$ cat src/hw/rtl/sdc_pkg.sv
`timescale 1ns / 1ps
package sdc_pkg;

   // ring geometry and generator taps (x^16 + x^12 + x^5 + 1)
   localparam int RING_LEN  = 16;
   localparam int TAP_A     = 12;
   localparam int TAP_B     = 5;
   localparam int CRC_BYTES = 8;

   // configuration register indexes and field values
   localparam int BLOCK_BYTES_W = 13;
   localparam logic [0:0] REG_MODE        = 1'b0;
   localparam logic [0:0] REG_BLOCK_BYTES = 1'b1;
   localparam logic MODE_CHECK = 1'b0;
   localparam logic MODE_GEN   = 1'b1;
   localparam logic [BLOCK_BYTES_W-1:0] BLOCK_BYTES_RESET = 13'd512;

   typedef logic [3:0] nib_type;
   typedef logic [7:0] byte_type;

   // ring operation for one cycle
   typedef struct packed {
      logic pre_clr;
      logic feed;
      logic pop;
      logic post_clr;
   } ring_ctl_type;

   // result load into the output buffer
   typedef struct packed {
      logic load;
      logic burst;
      logic mismatch;
      logic bad;
      logic last;
   } load_ctl_type;

   // output buffer fill status
   typedef struct packed {
      logic empty;
      logic one_left;
   } obuf_stat_type;

endpackage

$ cat src/hw/rtl/sdc_req_if.sv
`timescale 1ns / 1ps
interface sdc_req_if;
   logic       valid;
   logic       ready;
   logic [7:0] data_byte;
   logic       start_block;

   modport source (output valid, data_byte, start_block, input ready);
   modport sink   (input valid, data_byte, start_block, output ready);
endinterface

$ cat src/hw/rtl/sdc_rsp_if.sv
`timescale 1ns / 1ps
interface sdc_rsp_if;
   logic       valid;
   logic       ready;
   logic [7:0] crc_byte;
   logic       crc_mismatch;
   logic       block_bad;
   logic       last;

   modport source (output valid, crc_byte, crc_mismatch, block_bad, last, input ready);
   modport sink   (input valid, crc_byte, crc_mismatch, block_bad, last, output ready);
endinterface

$ cat src/hw/rtl/sdc_cell.sv
`timescale 1ns / 1ps
module sdc_cell (
   input  logic             clock,
   input  logic             reset,
   input  logic             adv,
   input  logic             pre_clr,
   input  logic             post_clr,
   input  sdc_pkg::nib_type up_nib,
   input  sdc_pkg::nib_type tap_nib,
   output sdc_pkg::nib_type q,
   output sdc_pkg::nib_type shift_nib
);

   sdc_pkg::nib_type q_ff;
   sdc_pkg::nib_type q_in;

   // take the neighbor's nibble, folded with the feedback tap
   assign shift_nib = up_nib ^ tap_nib;
   assign q         = q_ff;

   // select next nibble: clear after block, advance, clear before item, or hold
   always_comb begin
      if (post_clr) begin
         q_in = '0;
      end else if (adv) begin
         q_in = shift_nib;
      end else if (pre_clr) begin
         q_in = '0;
      end else begin
         q_in = q_ff;
      end
   end

   always_ff @(posedge clock) begin
      if (reset) begin
         q_ff <= '0;
      end else begin
         q_ff <= q_in;
      end
   end

endmodule

$ cat src/hw/rtl/sdc_ring.sv
`timescale 1ns / 1ps
module sdc_ring (
   input  logic                                         clock,
   input  logic                                         reset,
   input  sdc_pkg::ring_ctl_type                        ctl,
   input  sdc_pkg::nib_type                             hi_nib,
   input  sdc_pkg::nib_type                             lo_nib,
   output sdc_pkg::byte_type                            head_byte,
   output sdc_pkg::nib_type [sdc_pkg::RING_LEN-1:0]     snap
);

   // cell index of each tap, oldest stage at index 0
   localparam int POS_A = sdc_pkg::RING_LEN - sdc_pkg::TAP_A;
   localparam int POS_B = sdc_pkg::RING_LEN - sdc_pkg::TAP_B;

   sdc_pkg::nib_type [sdc_pkg::RING_LEN-1:0] q;
   sdc_pkg::nib_type [sdc_pkg::RING_LEN-1:0] cur;
   sdc_pkg::nib_type [sdc_pkg::RING_LEN-1:0] tap;
   sdc_pkg::nib_type                         fb1;
   sdc_pkg::nib_type                         fb2;
   logic                                     adv;

   assign adv = ctl.feed | ctl.pop;

   // view of the ring with a block start already applied
   assign cur = ctl.pre_clr ? '0 : q;

   // feedback of the high nibble step, then of the low nibble step
   assign fb1 = cur[0] ^ hi_nib;
   assign fb2 = cur[1] ^ lo_nib;

   assign head_byte = {cur[0], cur[1]};

   genvar j;
   generate
      for (j = 0; j < sdc_pkg::RING_LEN; j++) begin : g_cell
         // fold feedback into the cells fed by the tap stages
         always_comb begin
            tap[j] = '0;
            if (ctl.feed) begin
               if (j == sdc_pkg::RING_LEN - 2) begin
                  tap[j] = hi_nib;
               end else if (j == sdc_pkg::RING_LEN - 1) begin
                  tap[j] = lo_nib;
               end else if (j == POS_A - 2 || j == POS_B - 2) begin
                  tap[j] = fb1;
               end else if (j == POS_A - 1 || j == POS_B - 1) begin
                  tap[j] = fb2;
               end
            end
         end

         sdc_cell u_cell (
            .clock     (clock),
            .reset     (reset),
            .adv       (adv),
            .pre_clr   (ctl.pre_clr),
            .post_clr  (ctl.post_clr),
            .up_nib    (cur[(j + 2) % sdc_pkg::RING_LEN]),
            .tap_nib   (tap[j]),
            .q         (q[j]),
            .shift_nib (snap[j])
         );
      end
   endgenerate

endmodule

$ cat src/hw/rtl/sdc_obuf.sv
`timescale 1ns / 1ps
module sdc_obuf (
   input  logic                                          clock,
   input  logic                                          reset,
   input  sdc_pkg::load_ctl_type                         ld,
   input  sdc_pkg::byte_type [sdc_pkg::CRC_BYTES-1:0]    ld_bytes,
   output sdc_pkg::obuf_stat_type                        stat,
   sdc_rsp_if.source                                     rsp_ch
);

   localparam int N     = sdc_pkg::CRC_BYTES;
   localparam int CNT_W = $clog2(N + 1);

   sdc_pkg::byte_type [N-1:0] data_ff;
   sdc_pkg::byte_type [N-1:0] data_in;
   logic [N-1:0]              last_ff;
   logic [N-1:0]              last_in;
   logic [CNT_W-1:0]          cnt_ff;
   logic [CNT_W-1:0]          cnt_in;
   logic                      mis_ff;
   logic                      mis_in;
   logic                      bad_ff;
   logic                      bad_in;
   logic                      pop;

   assign pop = rsp_ch.valid & rsp_ch.ready;

   // load a new result set, or advance the line by one item
   always_comb begin
      data_in = data_ff;
      last_in = last_ff;
      cnt_in  = cnt_ff;
      mis_in  = mis_ff;
      bad_in  = bad_ff;
      if (ld.load) begin
         data_in = ld_bytes;
         mis_in  = ld.mismatch;
         bad_in  = ld.bad;
         last_in = '0;
         if (ld.burst) begin
            cnt_in       = CNT_W'(N);
            last_in[N-1] = 1'b1;
         end else begin
            cnt_in     = CNT_W'(1);
            last_in[0] = ld.last;
         end
      end else if (pop) begin
         for (int i = 0; i < N - 1; i++) begin
            data_in[i] = data_ff[i + 1];
            last_in[i] = last_ff[i + 1];
         end
         last_in[N-1] = 1'b0;
         cnt_in       = cnt_ff - CNT_W'(1);
      end
   end

   always_ff @(posedge clock) begin
      if (reset) begin
         cnt_ff <= '0;
      end else begin
         cnt_ff <= cnt_in;
      end
   end

   always_ff @(posedge clock) begin
      data_ff <= data_in;
      last_ff <= last_in;
      mis_ff  <= mis_in;
      bad_ff  <= bad_in;
   end

   // drive the head item
   assign rsp_ch.valid        = (cnt_ff != '0);
   assign rsp_ch.crc_byte     = data_ff[0];
   assign rsp_ch.crc_mismatch = mis_ff;
   assign rsp_ch.block_bad    = bad_ff;
   assign rsp_ch.last         = last_ff[0];

   assign stat.empty    = (cnt_ff == '0);
   assign stat.one_left = (cnt_ff == CNT_W'(1));

   a_load_room: assert property (@(posedge clock) disable iff (reset)
      ld.load |-> (cnt_ff == '0 || (cnt_ff == CNT_W'(1) && pop)))
      else $error("result load while output line still holds items");

   a_last_at_end: assert property (@(posedge clock) disable iff (reset)
      (cnt_ff != '0 && last_ff[0]) |-> cnt_ff == CNT_W'(1))
      else $error("last item at head with more items behind it");

   a_cnt_range: assert property (@(posedge clock) disable iff (reset)
      cnt_ff <= CNT_W'(N))
      else $error("output line count out of range");

endmodule

$ cat src/hw/rtl/sd_four_lane_data_crc16.sv
`timescale 1ns / 1ps
// A result item is presented in the cycle after the item that caused it is accepted.
// One item per cycle while ready is high; the check-mode CRC bytes give one result each.
// A generate-mode block end loads 8 CRC items at once, drained one per cycle while
// rsp_ch.ready is high; a block-ending item waits until the output line is nearly empty.
// Reset (synchronous): clears ring, counter and bad flag; mode = check, block_bytes = 512.
module sd_four_lane_data_crc16 #(
   parameter int MAX_BLOCK_BYTES = 4096
) (
   input  logic                              clock,
   input  logic                              reset,
   input  logic                              csr_we,
   input  logic [0:0]                        csr_index,
   input  logic [sdc_pkg::BLOCK_BYTES_W-1:0] csr_wdata,
   sdc_req_if.sink                           req_ch,
   sdc_rsp_if.source                         rsp_ch
);

   localparam int CW = $clog2(MAX_BLOCK_BYTES + sdc_pkg::CRC_BYTES);
   localparam int LW = (CW > sdc_pkg::BLOCK_BYTES_W) ? CW : sdc_pkg::BLOCK_BYTES_W;

   logic                              mode_ff;
   logic                              mode_in;
   logic [sdc_pkg::BLOCK_BYTES_W-1:0] blk_ff;
   logic [sdc_pkg::BLOCK_BYTES_W-1:0] blk_in;
   logic [CW-1:0]                     cnt_ff;
   logic [CW-1:0]                     cnt_in;
   logic                              bad_ff;
   logic                              bad_in;

   logic [LW-1:0]                     len_w;
   logic [CW-1:0]                     len;
   logic [CW-1:0]                     cnt0;
   logic [CW-1:0]                     cnt1;
   logic [CW-1:0]                     idx;
   logic                              bad0;
   logic                              badn;
   logic                              mis;
   logic                              pre;
   logic                              may_emit;
   logic                              acc;

   sdc_pkg::ring_ctl_type                        rctl;
   sdc_pkg::load_ctl_type                        ld;
   sdc_pkg::obuf_stat_type                       stat;
   sdc_pkg::byte_type                            head_byte;
   sdc_pkg::nib_type [sdc_pkg::RING_LEN-1:0]     snap;
   sdc_pkg::byte_type [sdc_pkg::CRC_BYTES-1:0]   ld_bytes;

   // write configuration registers
   always_comb begin
      mode_in = mode_ff;
      blk_in  = blk_ff;
      if (csr_we) begin
         case (csr_index)
            sdc_pkg::REG_MODE:        mode_in = csr_wdata[0];
            sdc_pkg::REG_BLOCK_BYTES: blk_in  = csr_wdata;
            default: ;
         endcase
      end
   end

   always_ff @(posedge clock) begin
      if (reset) begin
         mode_ff <= sdc_pkg::MODE_CHECK;
         blk_ff  <= sdc_pkg::BLOCK_BYTES_RESET;
      end else begin
         mode_ff <= mode_in;
         blk_ff  <= blk_in;
      end
   end

   // clamp block length to one .. MAX_BLOCK_BYTES
   always_comb begin
      len_w = LW'(blk_ff);
      if (len_w == '0) begin
         len_w = LW'(1);
      end
      if (len_w > LW'(MAX_BLOCK_BYTES)) begin
         len_w = LW'(MAX_BLOCK_BYTES);
      end
      len = len_w[CW-1:0];
   end

   // hold off input only when the next item could load results into a busy line
   always_comb begin
      if (mode_ff == sdc_pkg::MODE_GEN) begin
         may_emit = (len == CW'(1)) || (cnt_ff == len - CW'(1));
      end else begin
         may_emit = (cnt_ff >= len);
      end
   end

   assign req_ch.ready = stat.empty | (stat.one_left & rsp_ch.ready) | ~may_emit;
   assign acc          = req_ch.valid & req_ch.ready;

   // sequence one item: block restart, data feed or CRC compare, block end
   always_comb begin
      cnt0 = req_ch.start_block ? '0 : cnt_ff;
      bad0 = req_ch.start_block ? 1'b0 : bad_ff;
      pre  = req_ch.start_block;
      if (mode_ff == sdc_pkg::MODE_GEN && cnt0 >= len) begin
         cnt0 = '0;
         bad0 = 1'b0;
         pre  = 1'b1;
      end
      cnt1   = cnt0 + CW'(1);
      idx    = cnt0 - len;
      mis    = (head_byte != req_ch.data_byte);
      badn   = bad0 | mis;
      rctl   = '0;
      ld     = '0;
      cnt_in = cnt_ff;
      bad_in = bad_ff;
      if (acc) begin
         rctl.pre_clr = pre;
         if (cnt0 < len) begin
            rctl.feed = 1'b1;
            if (mode_ff == sdc_pkg::MODE_GEN && cnt1 == len) begin
               ld.load       = 1'b1;
               ld.burst      = 1'b1;
               rctl.post_clr = 1'b1;
               cnt_in        = '0;
               bad_in        = 1'b0;
            end else begin
               cnt_in = cnt1;
               bad_in = bad0;
            end
         end else begin
            rctl.pop    = 1'b1;
            ld.load     = 1'b1;
            ld.mismatch = mis;
            if (idx >= CW'(sdc_pkg::CRC_BYTES - 1)) begin
               ld.bad        = badn;
               ld.last       = 1'b1;
               rctl.post_clr = 1'b1;
               cnt_in        = '0;
               bad_in        = 1'b0;
            end else begin
               cnt_in = cnt1;
               bad_in = badn;
            end
         end
      end
   end

   always_ff @(posedge clock) begin
      if (reset) begin
         cnt_ff <= '0;
         bad_ff <= 1'b0;
      end else begin
         cnt_ff <= cnt_in;
         bad_ff <= bad_in;
      end
   end

   // pack the ring into CRC bytes, high nibble first; single results use the head
   always_comb begin
      for (int k = 0; k < sdc_pkg::CRC_BYTES; k++) begin
         ld_bytes[k] = {snap[2 * k], snap[2 * k + 1]};
      end
      if (!ld.burst) begin
         ld_bytes[0] = head_byte;
      end
   end

   sdc_ring u_ring (
      .clock     (clock),
      .reset     (reset),
      .ctl       (rctl),
      .hi_nib    (req_ch.data_byte[7:4]),
      .lo_nib    (req_ch.data_byte[3:0]),
      .head_byte (head_byte),
      .snap      (snap)
   );

   sdc_obuf u_obuf (
      .clock    (clock),
      .reset    (reset),
      .ld       (ld),
      .ld_bytes (ld_bytes),
      .stat     (stat),
      .rsp_ch   (rsp_ch)
   );

   a_result_shown: assert property (@(posedge clock) disable iff (reset)
      ld.load |=> rsp_ch.valid)
      else $error("loaded result not presented");

   a_block_end_clears: assert property (@(posedge clock) disable iff (reset)
      rctl.post_clr |=> (cnt_ff == '0 && !bad_ff))
      else $error("counter or bad flag not cleared at block end");

   a_crc_phase_runs: assert property (@(posedge clock) disable iff (reset)
      (ld.load && !ld.burst && !ld.last) |=> cnt_ff != '0)
      else $error("CRC phase counter lost before last CRC byte");

endmodule
$ cat src/flat_wrapper.sv
// flat-port wrapper written by rule: the top's interface ports become plain ports
module sd_four_lane_data_crc16_flat 
#(
   parameter int MAX_BLOCK_BYTES = 4096
)
  (clock, reset, csr_we, csr_index, csr_wdata, req_ch_valid, req_ch_data_byte, req_ch_start_block, req_ch_ready, rsp_ch_valid, rsp_ch_crc_byte, rsp_ch_crc_mismatch, rsp_ch_block_bad, rsp_ch_last, rsp_ch_ready);
  sdc_req_if req_ch_i ();
  sdc_rsp_if rsp_ch_i ();
  input  logic clock;
  input  logic reset;
  input  logic csr_we;
  input  logic [0:0] csr_index;
  input  logic [sdc_pkg::BLOCK_BYTES_W-1:0] csr_wdata;
  input wire logic [$bits(req_ch_i.valid)-1:0] req_ch_valid;
  input wire logic [$bits(req_ch_i.data_byte)-1:0] req_ch_data_byte;
  input wire logic [$bits(req_ch_i.start_block)-1:0] req_ch_start_block;
  output wire logic [$bits(req_ch_i.ready)-1:0] req_ch_ready;
  output wire logic [$bits(rsp_ch_i.valid)-1:0] rsp_ch_valid;
  output wire logic [$bits(rsp_ch_i.crc_byte)-1:0] rsp_ch_crc_byte;
  output wire logic [$bits(rsp_ch_i.crc_mismatch)-1:0] rsp_ch_crc_mismatch;
  output wire logic [$bits(rsp_ch_i.block_bad)-1:0] rsp_ch_block_bad;
  output wire logic [$bits(rsp_ch_i.last)-1:0] rsp_ch_last;
  input wire logic [$bits(rsp_ch_i.ready)-1:0] rsp_ch_ready;
  assign req_ch_i.valid = req_ch_valid;
  assign req_ch_i.data_byte = req_ch_data_byte;
  assign req_ch_i.start_block = req_ch_start_block;
  assign req_ch_ready = req_ch_i.ready;
  assign rsp_ch_valid = rsp_ch_i.valid;
  assign rsp_ch_crc_byte = rsp_ch_i.crc_byte;
  assign rsp_ch_crc_mismatch = rsp_ch_i.crc_mismatch;
  assign rsp_ch_block_bad = rsp_ch_i.block_bad;
  assign rsp_ch_last = rsp_ch_i.last;
  assign rsp_ch_i.ready = rsp_ch_ready;
  sd_four_lane_data_crc16 #(.MAX_BLOCK_BYTES(MAX_BLOCK_BYTES)) u_core (.clock(clock), .reset(reset), .csr_we(csr_we), .csr_index(csr_index), .csr_wdata(csr_wdata), .req_ch(req_ch_i), .rsp_ch(rsp_ch_i));
endmodule
$ cat config.mk
export PLATFORM = sky130hd
export DESIGN_NAME = sd_four_lane_data_crc16_flat
export DESIGN_NICKNAME = d
export VERILOG_FILES = /design/src/hw/rtl/sdc_pkg.sv /design/src/hw/rtl/sdc_req_if.sv /design/src/hw/rtl/sdc_rsp_if.sv /design/src/hw/rtl/sdc_cell.sv /design/src/hw/rtl/sdc_ring.sv /design/src/hw/rtl/sdc_obuf.sv /design/src/hw/rtl/sd_four_lane_data_crc16.sv /design/src/flat_wrapper.sv
export SDC_FILE = /design/constraint.sdc
export NUM_CORES = 1
export LEC_CHECK = 0
export BUFFER_PORTS_ARGS = -buffer_cell sky130_fd_sc_hd__buf_2
export CAP_MARGIN = 20
export CORE_MARGIN = 4
export CORE_UTILIZATION = 55
export CTS_BUF_LIST = sky130_fd_sc_hd__clkbuf_16
export DETAILED_ROUTE_END_ITERATION = 16
export GPL_ROUTABILITY_DRIVEN = 0
export GPL_TIMING_DRIVEN = 0
export HOLD_SLACK_MARGIN = 0.02
export PLACE_DENSITY = 0.69
export SLEW_MARGIN = 5
export SYNTH_ARGS = -nofsm -noshare
export SYNTH_HDL_FRONTEND = slang
export SYNTH_SLANG_ARGS = --single-unit
$ cat constraint.sdc
create_clock -name clock -period 16.6 [get_ports clock]
set_input_delay 1.66 -clock clock [delete_from_list [all_inputs] [get_ports clock]]
set_output_delay 1.66 -clock clock [all_outputs]
set_load 0.005 [all_outputs]
== After elaboration in Yosys (flattened, before gate mapping) ==
Cells that the tools add are included.

* $add $sub $neg: 4
* Bitwise logic cells: 19
* Equal/unequal tests: 5
* Reduce and logical (&&, ||, !) cells: 13
* Order comparisons: 5
* Muxes and demuxes: 58

{| class="wikitable"
|+ Operators by type and width
! cell !! number
|-
| $mux 56 || 2
|-
| $mux 4 || 25
|-
| $mux 13 || 7
|-
| $mux 64 || 1
|-
| $xor 4x4->4 || 8
|-
| $eq 13x13->1 || 2
|-
| $ge 13x13->1 || 2
|-
| $mux 8 || 3
|-
| $mux 1 || 16
|-
| $add 13x1->13 const B || 1
|-
| $eq 13x1->1 const B || 1
|-
| $ge 13x3->1 const B || 1
|-
| $gt 13x13->1 const B || 1
|-
| $logic_not 13->1 || 1
|-
| $lt 13x13->1 || 1
|-
| $sub 13x1->13 const B || 1
|-
| $sub 13x13->13 || 1
|-
| $ne 8x8->1 || 1
|-
| $mux 5 || 1
|-
| $eq 4x1->1 const B || 1
|-
| $logic_not 4->1 || 1
|-
| $mux 2 || 2
|-
| $not 1->1 || 4
|-
| $or 1x1->1 || 4
|-
| other kinds (10) || 16
|}

* Input bits: 28
* Output and inout bits: 13
* Bits in registers: 170

== Longest topological paths before layout ==
* Depth after elaboration: 21
* Depth in mapped cells: 30
* Gate-level depth less buffers: 23

== Cells and area by module ==
Synthesis repeated with hierarchy kept, for this count alone.

* Cell total of the unflattened synthesis: 1101
* Area total of the unflattened synthesis: 11204.5 µm²

{| class="wikitable"
|+ Modules (own cells, without submodules)
! module !! cells an instance !! area an instance (µm²) !! sequential area each (µm²) !! instances
|-
| sd_four_lane_data_crc16 || 579 || 4237.8 || 560.5 || 1
|-
| sdc_obuf || 193 || 3281.9 || 2242.2 || 1
|-
| sdc_cell || 14 || 183.9 || 80.1 || 16
|-
| sdc_ring || 105 || 742.0 || 0.0 || 1
|}

== Worst setup path after synthesis ==
OpenSTA, ideal clock, no wires.

* Kind: input port to flip-flop
* Start: in req_ch_start_block
* End: reg u_core.u_obuf.data_ff[10] in the netlist's numbering (enable)
* Path buffers: 6
* Stages: 23
* Arrival: 8121 ps
* Library setup time: 418 ps
* Setup slack: 8062 ps
* Path through: clkbuf_1 > nor2b_1 > ha_1 > a211oi_1 > o21ai_0 > a211oi_2 > o21a_1 > clkbuf_1 > clkbuf_1 > clkbuf_1 > buf_1 > and2_1 > ha_1 > nand3_2 > or3_1 > a2111oi_0 > a311oi_1 > a2111oi_0 > nor3_1 > and4bb_2 > o21ai_4 > buf_4 > nand2_1

* Word-level cells in the longest chain between the ends: 11
* Elaborated cells between the ends (all ways): 12
* Classes of those cells: add/sub: 1; order compare: 2; eq/ne: 1; mux: 5; reduce/logical: 3

{| class="wikitable"
|+ Ends and longest elaborated chain
! item !! line !! RTL
|-
| start: declaration || flat_wrapper.sv:16 || <nowiki>input wire logic [$bits(req_ch_i.start_block)-1:0] req_ch_start_block;</nowiki>
|-
| $mux 13 (*) || sd_four_lane_data_crc16.sv:99 || <nowiki>cnt0 = req_ch.start_block ? '0 : cnt_ff;</nowiki>
|-
| $ge 13x13->1 || sd_four_lane_data_crc16.sv:102 || <nowiki>if (mode_ff == sdc_pkg::MODE_GEN && cnt0 >= len) begin</nowiki>
|-
| $logic_and 1x1->1 || sd_four_lane_data_crc16.sv:102 ||
|-
| $mux 13 (*) || sd_four_lane_data_crc16.sv:102 ||
|-
| $add 13x1->13 || sd_four_lane_data_crc16.sv:107 || <nowiki>cnt1 = cnt0 + CW'(1);</nowiki>
|-
| $eq 13x13->1 || sd_four_lane_data_crc16.sv:119 || <nowiki>if (mode_ff == sdc_pkg::MODE_GEN && cnt1 == len) begin</nowiki>
|-
| $logic_and 1x1->1 || sd_four_lane_data_crc16.sv:119 ||
|-
| $mux 2 || sd_four_lane_data_crc16.sv:119 ||
|-
| $mux 1 (*) || sd_four_lane_data_crc16.sv:117 || <nowiki>if (cnt0 < len) begin</nowiki>
|-
| $mux 5 (*) || sd_four_lane_data_crc16.sv:115 || <nowiki>if (acc) begin</nowiki>
|-
| $reduce_bool 2->1 (no source line) (*) || - ||
|-
| end signal: assignment || sdc_obuf.sv:66 || <nowiki>data_ff <= data_in;</nowiki>
|-
| end: declaration || sdc_obuf.sv:14 || <nowiki>sdc_pkg::byte_type [N-1:0] data_ff;</nowiki>
|}

Mark *: on every way between the ends. The rest lies on a longest branch, timed or not.
A chain may end at the register's enable or synchronous reset.

==> key figures <==
Status
  • Status: finished clean

Synth
  • Post-synthesis mux area share: 1.33%
  • Post-Synth XOR/XNOR Area: 3.31%
  • Main combinational cell family by area after synthesis: simple AND/OR/NAND/NOR gates
  • Compound-cell area share of the yosys netlist: 23.1%
  • Yosys warns: 0
  • Yosys cell types: 86
  • Fraction of registers with async set or reset after synthesis: 0%
  • Post-Synth Simple-Gate Area: 24.8%
  • Seq cells post-synth: 170
  • Syn nets: 1,475
  • Synth Area in Adders: 5.06%
  • Cell Area, Synth: 11,300 sq um
  • Dominant synthesized flop cell: dfxtp_1
  • Syn avg cell area: 8.05 sq um
  • Cells after Synth: 1,402
  • EDFF count, synth: 68
  • Seq/Total Area, Yosys: 36.2%

Critical path
  • Worst setup EP type: register
  • Crit-path slowest cell: nor3_1
  • Data required, critical path: 16.76 ns
  • CP max stage delay: 0.94 ns
  • CP max FO: 10
  • CP Class: register to register
  • Arr. time, crit path: 10.08 ns
  • Most Frequent Cell on Critical Path: clkbuf_1
  • Startpoint types: register
  • Worst R2R Setup Slack: 6.69 ns

Place
  • Placed Area: 11,800 sq um
  • Detail Placement HPWL: 26.4 mm
  • Placed cell count: 1,712
  • Port-buffer cells: 39
  • Place WS: 6.67 ns

Layout
  • Most frequent cells in the layout: 222 x nand2_1, 103 x nor2_1, 102 x dfxtp_1
  • Diode count: 0
  • Leading cell type in the layout, fill and taps excluded: nand2_1
  • # nets final: 1,534
  • Fin util: 61.5%
  • Final Cell Area: 12,400 sq um
  • Layout area overhead: 10.3%
  • Layout cell share with drive strength beyond 1: 10.5%
  • Non-Filler Instances: 1,744

Timing
  • Peak Freq: 101 MHz
  • Slew @ Worst Pin: 1.05 ns
  • Fin Setup TNS: 0 ns
  • Min Tclk post-route: 9.91 ns
  • Slew margin rel.: 29.7%
  • Fin Clk Skew: 0.0139 ns
  • Max Slew Vio Count: 0
  • Final setup fails: 0
  • Final WS setup: 6.69 ns
  • Final hold violation count: 0
  • Tcrit/Tclk final: 59.7%
  • Hold_ws: 0.455 ns
  • RSZ-0062 raised after global routing: no

GRT
  • Total GRT Usage: 31.5%
  • Pin count of the biggest net entering global routing: 60
  • Remaining global-route overflow: 0
  • First-pass GRT wire length: 55.4 mm
  • Initial antenna violation count: 0
  • Vias in the first global route: 10.1k

Detailed routing
  • Initial DRC Count: 1,363
  • ANT nets after route: 0
  • 1st-pass router iterations: 7
  • WL/cell: 20.8 um
  • Total number of vias: 11.3k
  • Drt drc: 0
  • DR vias/cell: 6.49
  • Routed WL: 36.3 mm

Die
  • DIE AREA: 22,900 sq um
  • Die Y: 151 um
  • Row count: 52
  • Die width: 151 um
  • IO Count: 41
  • Starting density of the core: 55.7%
  • Core Region: 20,200 sq um

CTS
  • CTS tree: done
  • Post-CTS Resized: 0
  • Worst skew pair latency: 0.44 ns
  • Clock slew at reported path FFs: 0.07 ns
  • Clock tree buffer depth: 2
  • Hold buffers post-CTS: 0
  • Htree depth: 4
  • CTS Sinks: 170
  • Total CTS buffers: 17
  • Root buf cell: clkbuf_16
  • Post-CTS Setup Inserts: 0

Pwr
  • Total power: 1.39 mW
  • Pwr dens: 111 nW/um^2
  • Static Leakage: 4.65 nW
  • Peak supply drop: 144 uV

Min path
  • Hold WC Path Type: register to register

Run
  • Max_cap viols: 0
kinds of logic after synthesis:
family	count (synthesis)
and+or+nand+nor	585
AOI/OAI and AO/OA	388
DFF	170
buffers and inverters	159
xor gates and xnor gates	41
muxes	14
adders and majority gates	45
critical path, delay by kind of cell, from the launching register on:
family                   cells  cell delay, ns
AO/OA/AOI/OAI               10            2.96
adder cells (fa/ha/maj)      2            0.54
buffers and inverters        8            3.31
flip-flops                   1            0.30
AND/OR/NAND/NOR              7            2.52
flip-flops by register name (all words and copies together) (netlist names):
| register | flops |
|---|---|
| u_core.cnt_ff | 13 |
| u_core.bad_ff | 1 |
| u_core.u_obuf.data_ff | 56 |
| u_core.u_ring.g_cell.u_cell.q | 64 |
| u_core.u_obuf.rsp_ch.crc_mismatch | 1 |
| u_core.blk_ff | 13 |
| u_core.u_obuf.rsp_ch.crc_byte | 8 |
| u_core.u_obuf.last_ff | 8 |
| u_core.mode_ff | 1 |
| u_core.u_obuf.rsp_ch.block_bad | 1 |
| u_core.u_obuf.cnt_ff | 4 |
final timing paths:
| kind | cells after the start | endpoint | startpoint |
|---|---|---|---|
| setup / recovery | 27 | u_core.u_obuf.rsp_ch.crc_byte[7] | u_core.blk_ff[5] |
| hold / removal | 2 | u_core.u_obuf.last_ff[3] | u_core.u_obuf.last_ff[4] |
| setup reg to reg | 27 | u_core.u_obuf.rsp_ch.crc_byte[7] | u_core.blk_ff[5] |
| hold reg to reg | 2 | u_core.u_obuf.last_ff[3] | u_core.u_obuf.last_ff[4] |
layer usage:
metal	share of wire (%)	global-route usage (%)	wire, um
met1	44	47.1	16000
met2	41	44.9	14900
met3	12	6.28	4180
met4	3.3	11.3	1210
met5	0	0	0
synthesized netlist by cell type, types with 7 or more instances:
cell type	instances	area share (%)
a22oi_1	10	0.67
a211oi_1	9	0.60
nand3_1	75	3.3
xnor2_1	23	1.8
and2_1	14	0.78
and3_1	12	0.67
o21a_1	8	0.53
nor2b_1	15	0.83
nor2_1	103	3.4
nor3_1	54	2.4
a211oi_2	8	0.89
buf_4	17	1.1
o21ai_0	95	4.2
a311oi_1	8	0.62
nor4_1	10	0.55
xor2_1	17	1.3
a31oi_1	30	1.7
o2111ai_1	17	1.3
nand2b_1	18	1.0
dfxtp_1	102	18
edfxtp_1	68	18
inv_1	30	1.0
clkbuf_1	79	2.6
a21o_1	8	0.53
buf_2	24	1.1
nor3b_1	11	0.73
o211ai_1	26	1.7
or4_1	7	0.47
nand4_1	8	0.44
ha_1	44	4.9
o211a_1	10	0.89
a21oi_1	97	4.3
nand2_1	223	7.4
mux2i_1	8	0.71
area by class of cell:
| class | count | area (sq um) |
|---|---|---|
| Sequential cell | 170 | 4080 |
| Inverter | 33 | 124 |
| Clock buffer | 17 | 425 |
| Fill cell | 1852 | 7790 |
| Tap cell | 270 | 338 |
| Timing Repair Buffer | 40 | 205 |
| Clock inverter | 15 | 179 |
| Multi-Input combinational cell | 1073 | 6510 |
| Buffer | 126 | 574 |
power breakdown:
part,total (mW),switching (mW),internal [mW]
Combinational,0.393,0.264,0.129
Clock,0.405,0.202,0.204
Sequential,0.588,0.0377,0.550
Total,1.39,0.504,0.883
Power figures use the tool's default switching activity.
